==> src/design/sfd_pkg.sv <==
// Shared types and constants of the serial frame deframer.
// No dependencies; serial_frame_deframer.sv and the sim files refer to it by scoped names.
package sfd_pkg;

	// Frame phases
	typedef enum logic [1:0] {
		PH_HEADER = 2'd0,
		PH_COUNT  = 2'd1,
		PH_DATA   = 2'd2,
		PH_WAIT   = 2'd3
	} phase_t;

	// Register map: index of each register, at byte address 4 * index
	localparam int unsigned ADDR_W = 4;
	localparam logic [1:0] REG_HDR_PATTERN = 2'd0;
	localparam logic [1:0] REG_HDR_MASK    = 2'd1;
	localparam logic [1:0] REG_CH_TOTAL    = 2'd2;

	// Reset values of the registers
	localparam logic [31:0] HDR_PATTERN_RST = 32'h0000_0000;
	localparam logic [31:0] HDR_MASK_RST    = 32'hFFFF_FFFF;
	localparam logic [7:0]  CH_TOTAL_RST    = 8'd1;

	// Framing geometry
	localparam logic [4:0]  COUNT_BITS  = 5'd30;       // bits read after the header
	localparam logic [4:0]  SLOT_BITS   = 5'd21;       // bits per channel slot
	localparam int unsigned COUNT_SHIFT = 10;          // queue shift after the count word
	localparam int unsigned SLOT_TOP    = 21;          // entry bit of a channel slot
	localparam logic [31:0] HI_BYTE_MASK = 32'h0003_FC00; // window bits 17..10

endpackage

==> src/design/sfd_if.sv <==
// Handshake channels of the serial frame deframer: line samples in, channel words out.
// Depends on nothing; valid/ready transfer one transaction per accepting edge.
interface sfd_bit_if;
	logic valid;
	logic ready;
	logic line_bit;
	logic release_done;

	modport source (output valid, output line_bit, output release_done, input ready);
	modport sink   (input valid, input line_bit, input release_done, output ready);
endinterface

interface sfd_word_if;
	logic        valid;
	logic        ready;
	logic [7:0]  channel_index;
	logic [15:0] channel_value;
	logic [7:0]  frame_count_field;
	logic        last_channel;

	modport source (output valid, output channel_index, output channel_value,
		output frame_count_field, output last_channel, input ready);
	modport sink   (input valid, input channel_index, input channel_value,
		input frame_count_field, input last_channel, output ready);
endinterface

==> src/design/serial_frame_deframer.sv <==
// Serial frame deframer: hunts a header in a bit-serial line, reads a count word and
// cuts the following channel slots into 16-bit words.
// Depends on sfd_pkg and the channel interfaces in sfd_if.sv.
//
// Usage:
//  - samples carries one sampled line bit per transaction, with release_done, which
//    clears the frame done flag so that the block hunts for the next header.
//  - channels carries one word per completed 21-bit slot: its index in the frame, the
//    value (window bits 17..10 over bits 7..0), the captured count byte and a flag on
//    the last channel of the frame.
//  - The APB port sets the header pattern (0x0), header mask (0x4) and channels per
//    frame (0x8); write them only while the block is idle. pready is tied high.
// Timing: one sample is taken per cycle unless a stall holds it. A channel word is registered
// and shows on channels in the cycle after the sample that completes its slot; the sample logic is a
// single shift, compare and count step between the state and output registers.
// Stall: while a word waits in the output register, samples that complete no slot are
// still taken; only a sample that would complete a slot waits for the word to leave.
// Reset: state clears to header hunt with an empty queue, registers take their reset
// values and the output register empties.
module serial_frame_deframer (
	input  logic                          clk,
	input  logic                          arst_n,
	sfd_bit_if.sink                       samples,
	sfd_word_if.source                    channels,
	input  logic                          psel,
	input  logic                          penable,
	input  logic                          pwrite,
	input  logic [sfd_pkg::ADDR_W-1:0]    paddr,
	input  logic [31:0]                   pwdata,
	output logic [31:0]                   prdata,
	output logic                          pready
);

	// Configuration registers
	logic [31:0] hdr_pattern_q;
	logic [31:0] hdr_mask_q;
	logic [7:0]  ch_total_q;

	// Framing state
	sfd_pkg::phase_t phase_q, phase_d;
	logic [31:0] queue_q, queue_d;
	logic [4:0]  bit_cnt_q, bit_cnt_d;
	logic [7:0]  ch_cnt_q, ch_cnt_d;
	logic        done_q, done_d;
	logic [7:0]  cap_cnt_q, cap_cnt_d;

	// Output register
	logic        out_valid_q;
	logic [7:0]  out_index_q;
	logic [15:0] out_value_q;
	logic [7:0]  out_count_q;
	logic        out_last_q;

	// Step logic
	logic        accept;
	logic        slot_end;
	logic        emit;
	logic [15:0] res_value;
	logic        res_last;
	logic [31:0] shift_hdr;
	logic [31:0] shift_slot;
	logic [31:0] slot_masked;
	logic [4:0]  bit_cnt_dec;
	logic [7:0]  ch_cnt_inc;
	logic        cfg_wr;

	// Configuration port
	assign pready = 1'b1;
	assign cfg_wr = psel && penable && pwrite;

	always_ff @(posedge clk or negedge arst_n) begin
		if (!arst_n) begin
			hdr_pattern_q <= sfd_pkg::HDR_PATTERN_RST;
			hdr_mask_q    <= sfd_pkg::HDR_MASK_RST;
			ch_total_q    <= sfd_pkg::CH_TOTAL_RST;
		end else if (cfg_wr) begin
			unique case (paddr[3:2])
				sfd_pkg::REG_HDR_PATTERN: hdr_pattern_q <= pwdata;
				sfd_pkg::REG_HDR_MASK:    hdr_mask_q    <= pwdata;
				sfd_pkg::REG_CH_TOTAL:    ch_total_q    <= pwdata[7:0];
				default: ;
			endcase
		end
	end

	always_comb begin
		unique case (paddr[3:2])
			sfd_pkg::REG_HDR_PATTERN: prdata = hdr_pattern_q;
			sfd_pkg::REG_HDR_MASK:    prdata = hdr_mask_q;
			sfd_pkg::REG_CH_TOTAL:    prdata = {24'd0, ch_total_q};
			default:                  prdata = 32'd0;
		endcase
	end

	// A slot completes on this sample; only then is the output register needed
	assign slot_end = (phase_q == sfd_pkg::PH_DATA) && (bit_cnt_q == 5'd1);
	assign samples.ready = !slot_end || !out_valid_q || channels.ready;
	assign accept = samples.valid && samples.ready;

	assign shift_hdr   = {samples.line_bit, queue_q[31:1]};
	assign shift_slot  = (queue_q >> 1) | (32'(samples.line_bit) << sfd_pkg::SLOT_TOP);
	assign slot_masked = shift_slot & sfd_pkg::HI_BYTE_MASK;
	assign bit_cnt_dec = bit_cnt_q - 5'd1;
	assign ch_cnt_inc  = ch_cnt_q + 8'd1;

	// Next state and result of one sample
	always_comb begin
		phase_d   = phase_q;
		queue_d   = queue_q;
		bit_cnt_d = bit_cnt_q;
		ch_cnt_d  = ch_cnt_q;
		cap_cnt_d = cap_cnt_q;
		done_d    = samples.release_done ? 1'b0 : done_q;
		emit      = 1'b0;
		res_value = {slot_masked[17:10], shift_slot[7:0]};
		res_last  = 1'b0;
		unique case (phase_q)
			sfd_pkg::PH_HEADER: begin
				queue_d = shift_hdr;
				if ((shift_hdr & hdr_mask_q) == hdr_pattern_q) begin
					done_d    = 1'b0;
					ch_cnt_d  = 8'd0;
					bit_cnt_d = sfd_pkg::COUNT_BITS;
					phase_d   = sfd_pkg::PH_COUNT;
				end
			end
			sfd_pkg::PH_COUNT: begin
				queue_d   = shift_hdr;
				bit_cnt_d = bit_cnt_dec;
				if (bit_cnt_dec == 5'd0) begin
					cap_cnt_d = shift_hdr[7:0];
					queue_d   = shift_hdr >> sfd_pkg::COUNT_SHIFT;
					bit_cnt_d = sfd_pkg::SLOT_BITS;
					phase_d   = sfd_pkg::PH_DATA;
				end
			end
			sfd_pkg::PH_DATA: begin
				queue_d   = shift_slot;
				bit_cnt_d = bit_cnt_dec;
				if (bit_cnt_dec == 5'd0) begin
					emit      = 1'b1;
					bit_cnt_d = sfd_pkg::SLOT_BITS;
					queue_d   = slot_masked;
					ch_cnt_d  = ch_cnt_inc;
					// close the frame after the last slot
					if (ch_cnt_inc == ch_total_q) begin
						queue_d  = 32'd0;
						done_d   = 1'b1;
						phase_d  = sfd_pkg::PH_WAIT;
						res_last = 1'b1;
					end
				end
			end
			sfd_pkg::PH_WAIT: begin
				if (!done_d) begin
					phase_d = sfd_pkg::PH_HEADER;
				end
			end
			default: phase_d = sfd_pkg::PH_HEADER;
		endcase
	end

	// Advance state on every accepted sample
	always_ff @(posedge clk or negedge arst_n) begin
		if (!arst_n) begin
			phase_q   <= sfd_pkg::PH_HEADER;
			queue_q   <= 32'd0;
			bit_cnt_q <= 5'd0;
			ch_cnt_q  <= 8'd0;
			done_q    <= 1'b0;
			cap_cnt_q <= 8'd0;
		end else if (accept) begin
			phase_q   <= phase_d;
			queue_q   <= queue_d;
			bit_cnt_q <= bit_cnt_d;
			ch_cnt_q  <= ch_cnt_d;
			done_q    <= done_d;
			cap_cnt_q <= cap_cnt_d;
		end
	end

	// Output register: load a finished word, drop it once taken
	always_ff @(posedge clk or negedge arst_n) begin
		if (!arst_n) begin
			out_valid_q <= 1'b0;
		end else if (accept && emit) begin
			out_valid_q <= 1'b1;
		end else if (channels.ready) begin
			out_valid_q <= 1'b0;
		end
	end

	always_ff @(posedge clk) begin
		if (accept && emit) begin
			out_index_q <= ch_cnt_q;
			out_value_q <= res_value;
			out_count_q <= cap_cnt_q;
			out_last_q  <= res_last;
		end
	end

	assign channels.valid             = out_valid_q;
	assign channels.channel_index     = out_index_q;
	assign channels.channel_value     = out_value_q;
	assign channels.frame_count_field = out_count_q;
	assign channels.last_channel      = out_last_q;

	// A pending word is never overwritten by a new one
	a_no_overwrite: assert property (@(posedge clk) disable iff (!arst_n)
		(out_valid_q && !channels.ready) |-> !(accept && emit))
		else $error("channel word overwritten while stalled");

	// The last slot of a frame leaves the block waiting with done set
	a_frame_close: assert property (@(posedge clk) disable iff (!arst_n)
		(accept && emit && res_last) |=> (phase_q == sfd_pkg::PH_WAIT) && done_q)
		else $error("frame did not close after last channel");

	// The end of the count word opens the first slot
	a_count_to_data: assert property (@(posedge clk) disable iff (!arst_n)
		(accept && phase_q == sfd_pkg::PH_COUNT && bit_cnt_q == 5'd1)
		|=> (phase_q == sfd_pkg::PH_DATA) && (bit_cnt_q == sfd_pkg::SLOT_BITS))
		else $error("count word did not hand over to data phase");

	// Bit counter never sits at zero while counting bits
	a_cnt_live: assert property (@(posedge clk) disable iff (!arst_n)
		(phase_q == sfd_pkg::PH_COUNT || phase_q == sfd_pkg::PH_DATA) |-> bit_cnt_q != 5'd0)
		else $error("bit counter reached zero inside a counting phase");

endmodule

==> src/flat_wrapper.sv <==
// flat-port wrapper written by rule: the top's interface ports become plain ports
module serial_frame_deframer_flat 
  (clk, arst_n, psel, penable, pwrite, paddr, pwdata, prdata, pready, samples_valid, samples_line_bit, samples_release_done, samples_ready, channels_valid, channels_channel_index, channels_channel_value, channels_frame_count_field, channels_last_channel, channels_ready);
  sfd_bit_if samples_i ();
  sfd_word_if channels_i ();
  input  logic clk;
  input  logic arst_n;
  input  logic psel;
  input  logic penable;
  input  logic pwrite;
  input  logic [sfd_pkg::ADDR_W-1:0] paddr;
  input  logic [31:0] pwdata;
  output logic [31:0] prdata;
  output logic pready;
  input wire logic [$bits(samples_i.valid)-1:0] samples_valid;
  input wire logic [$bits(samples_i.line_bit)-1:0] samples_line_bit;
  input wire logic [$bits(samples_i.release_done)-1:0] samples_release_done;
  output wire logic [$bits(samples_i.ready)-1:0] samples_ready;
  output wire logic [$bits(channels_i.valid)-1:0] channels_valid;
  output wire logic [$bits(channels_i.channel_index)-1:0] channels_channel_index;
  output wire logic [$bits(channels_i.channel_value)-1:0] channels_channel_value;
  output wire logic [$bits(channels_i.frame_count_field)-1:0] channels_frame_count_field;
  output wire logic [$bits(channels_i.last_channel)-1:0] channels_last_channel;
  input wire logic [$bits(channels_i.ready)-1:0] channels_ready;
  assign samples_i.valid = samples_valid;
  assign samples_i.line_bit = samples_line_bit;
  assign samples_i.release_done = samples_release_done;
  assign samples_ready = samples_i.ready;
  assign channels_valid = channels_i.valid;
  assign channels_channel_index = channels_i.channel_index;
  assign channels_channel_value = channels_i.channel_value;
  assign channels_frame_count_field = channels_i.frame_count_field;
  assign channels_last_channel = channels_i.last_channel;
  assign channels_i.ready = channels_ready;
  serial_frame_deframer u_core (.clk(clk), .arst_n(arst_n), .samples(samples_i), .channels(channels_i), .psel(psel), .penable(penable), .pwrite(pwrite), .paddr(paddr), .pwdata(pwdata), .prdata(prdata), .pready(pready));
endmodule
==> config.mk <==
export PLATFORM = sky130hd
export DESIGN_NAME = serial_frame_deframer_flat
export DESIGN_NICKNAME = d
export VERILOG_FILES = /design/src/design/sfd_pkg.sv /design/src/design/sfd_if.sv /design/src/design/serial_frame_deframer.sv /design/src/flat_wrapper.sv
export SDC_FILE = /design/constraint.sdc
export NUM_CORES = 1
export LEC_CHECK = 0
export BUFFER_PORTS_ARGS = -buffer_cell sky130_fd_sc_hd__buf_2
export CAP_MARGIN = 10
export CORE_UTILIZATION = 40
export CTS_CLUSTER_DIAMETER = 80
export DETAILED_ROUTE_END_ITERATION = 6
export PLACE_DENSITY = 0.63
export SLEW_MARGIN = 20
export SYNTH_ARGS = -nofsm -noshare
export SYNTH_HDL_FRONTEND = slang
export SYNTH_SLANG_ARGS = --single-unit
==> constraint.sdc <==
create_clock -name clk -period 3.3 [get_ports clk]
set_input_delay 0.495 -clock clk [delete_from_list [all_inputs] [get_ports clk]]
set_output_delay 0.495 -clock clk [all_outputs]
set_load 0.005 [all_outputs]
==> impl_metrics.json <==
{
  "synth_area_leaders": "dfrtp_1 30%, edfxtp_1 12%, mux2_2 11%",
  "synthCells": 707,
  "antenna_left": 0,
  "grt_pass1_vias": 5610,
  "cpMaxStageDelayCell": "dfrtp_1",
  "ys_types": 72,
  "die_h_um": 144,
  "worst_pin_slew_ps": 805,
  "floorplan.rows": 51,
  "hold_class": "input pin to asynchronous set/reset pin",
  "start_util": 0.410,
  "pin_count": 113,
  "ys_seq_elements": 161,
  "slowest_delay_ps": 430,
  "layout_min_cycle_time_ps": 2660,
  "setup_violations": 0,
  "seq_area_frac_synth": 0.529,
  "core_um2": 19500,
  "status": "completed",
  "numCtsBuffers": 17,
  "cts_resized": 0,
  "fin_crit_sh": 0.805,
  "areaGrowthSynthToFinish_pct": 17.8,
  "grt_start_max_net_pins": 62,
  "clock_sinks": 161,
  "critPathKind": "flip-flop to flip-flop",
  "cts_max_path_buffers": 2,
  "drt_iter0_markers": 311,
  "max_freq_ghz": 0.377,
  "fillers": 1815,
  "synth_area_leader_cell": "dfrtp_1",
  "cts_tree": "done",
  "relSlewSlack": 0.463,
  "maxCapViolCount": 0,
  "timing.hold.ws_ps": 162,
  "dr.pass1.iters": 5,
  "diodes": 0,
  "grt_remaining_overflow": 0,
  "yosysTopAreaCellShare": 0.297,
  "drive_gt1_frac": 0.358,
  "vias_per_cell": 5.39,
  "grt_first_pass_wirelength_um": 30600,
  "dp_hpwl_um": 13600,
  "clk_pin_slew_ps": 60,
  "cp_top_family": "simple AND/OR/NAND/NOR gates",
  "grt_setup_unrepaired": "false",
  "register_area_um2": 4240,
  "h-tree-depth": 4,
  "antenna_found_initial": 0,
  "finalClockSkew_ps": 9.47,
  "clock_latency_ps": 430,
  "syn_area_um2": 8010,
  "crit_path_end_kind": "flip-flop",
  "port_buffers": 109,
  "synth_edf_count": 33,
  "syn_area_per_cell_um2": 11.3,
  "async_flop_share": 0.795,
  "vias": 5885,
  "drv_slew": 0,
  "leakage_uw": 0.00421,
  "power_uw": 7090,
  "vdd_drop_max_v": 0.000311,
  "grt_use_total": 0.197,
  "layout.nets": 865,
  "gp_congestion": 0.821,
  "post-synth-top-count-cell": "dfrtp_1",
  "wl_um": 19400,
  "hold_viol_final": 0,
  "multi_input_comb_area_um2": 3570,
  "power.density_nw_per_um2": 751,
  "ctsHoldBuffers": 0,
  "synth_warnings": 0,
  "clockRootBuffer": "clkbuf_16",
  "die_area_um2": 20600,
  "post_cts_buffers": 0,
  "synth_commonest_cells": "95 x dfrtp_1, 81 x mux2_2, 65 x nor2_1",
  "worstSetupStartpointType": "flip-flop",
  "syn_nets": 759,
  "tns_ps": 0,
  "wire_per_inst_um": 17.8,
  "dieWidth_um": 144,
  "worstPathCellList": "inv_1 > ha_1 > nor4b_1 > a32oi_2 > buf_4 > a2111oi_4 > a31oi_1 > nor4b_2 > mux2i_1",
  "cp.required_ps": 3640,
  "critPathArrivalTime_ps": 3000,
  "synth_ff_type": "dfrtp_1",
  "critPathMaxFanout": 25,
  "drc_errors": 0,
  "path_buf_inv": 2
}
## cells by family after synthesis
kind of cell	count (synthesis)	share of synthesized area
AOI/OAI and AO/OA	139	0.118
xor gates and xnor gates	11	0.0120
adders and majority gates	7	0.0109
buffers and inverters	47	0.0270
DFF	161	0.529
muxes	114	0.155
other	1	0.000468
and+or+nand+nor	227	0.148
## registers in the layout, summed over array words and instances, names as in the netlist
signal and count:
u_core.channels.frame_count_field 8, u_core.phase_q 2, u_core.done_q 1, u_core.channels.channel_index 8
u_core.ch_total_q 8, u_core.hdr_pattern_q 32, u_core.cap_cnt_q 8, u_core.ch_cnt_q 8
u_core.queue_q 31, u_core.bit_cnt_q 5, u_core.channels.last_channel 1, u_core.channels.valid 1
u_core.channels.channel_value 16, u_core.hdr_mask_q 32
## power breakdown
group | total, uW | switching (uW) | internal, uW
clock | 1910 | 836 | 1070
combinational | 2000 | 1110 | 890
sequential | 3180 | 608 | 2570
total | 7090 | 2560 | 4530
## layout make-up
| type | instances | area share |
|---|---|---|
| Timing Repair Buffer | 125 | 0.0735 |
| Inverter | 9 | 0.00358 |
| Multi-Input combinational cell | 499 | 0.379 |
| Sequential cell | 161 | 0.449 |
| Tap cell | 265 | 0.0351 |
| Clock inverter | 14 | 0.0138 |
| Clock buffer | 18 | 0.0465 |
## per-layer routing
metal  share of wire  track usage  vias to the layer above
met3           0.039       0.0327                       22
met4           0.017       0.0683                        0
li1                -            -                     2806
met1            0.48        0.278                     2908
met5               0            0                        -
met2            0.46        0.307                      149
## placed cells by master (no fill, tap or decap), types with 25 or more instances in the layout
cell type,n
nor2_1,64
edfxtp_1,33
a21oi_1,40
dfrtp_1,95
nand2_1,61
and3_1,25
mux2i_1,33
buf_2,108
mux2_2,81
dfstp_2,33
o21ai_0,27
## stage by stage
step	instance area (um^2)	worst slack [ps]	cells	util
floorplan	8010	670	707	-
global route	9440	445	1091	0.483
detailed placement	8870	631	1059	0.454
CTS	9440	642	1091	0.483
global placement	8870	678	1059	0.454
finish	9440	644	1091	0.483
## worst paths after layout
path,depth (start not counted),start,endpoint,slack (ps)
max,9,u_core.bit_cnt_q[0]$_DFFE_PN0P_,u_core.phase_q[1]$_DFFE_PN0P_,640
min,1,arst_n,u_core.channels.valid$_DFFE_PN0P_,160
max reg2reg,9,u_core.bit_cnt_q[0]$_DFFE_PN0P_,u_core.phase_q[1]$_DFFE_PN0P_,640
min reg2reg,0,u_core.cap_cnt_q[4]$_DFFE_PN0P_,u_core.channels.frame_count_field[4]$_DFFE_PP_,440
max in group asynchronous,2,arst_n,u_core.hdr_mask_q[15]$_DFFE_PN1P_,2260
min in group clk,2,channels_ready,u_core.channels.valid$_DFFE_PN0P_,270
No activity file was read; power rests on OpenSTA's default activity.
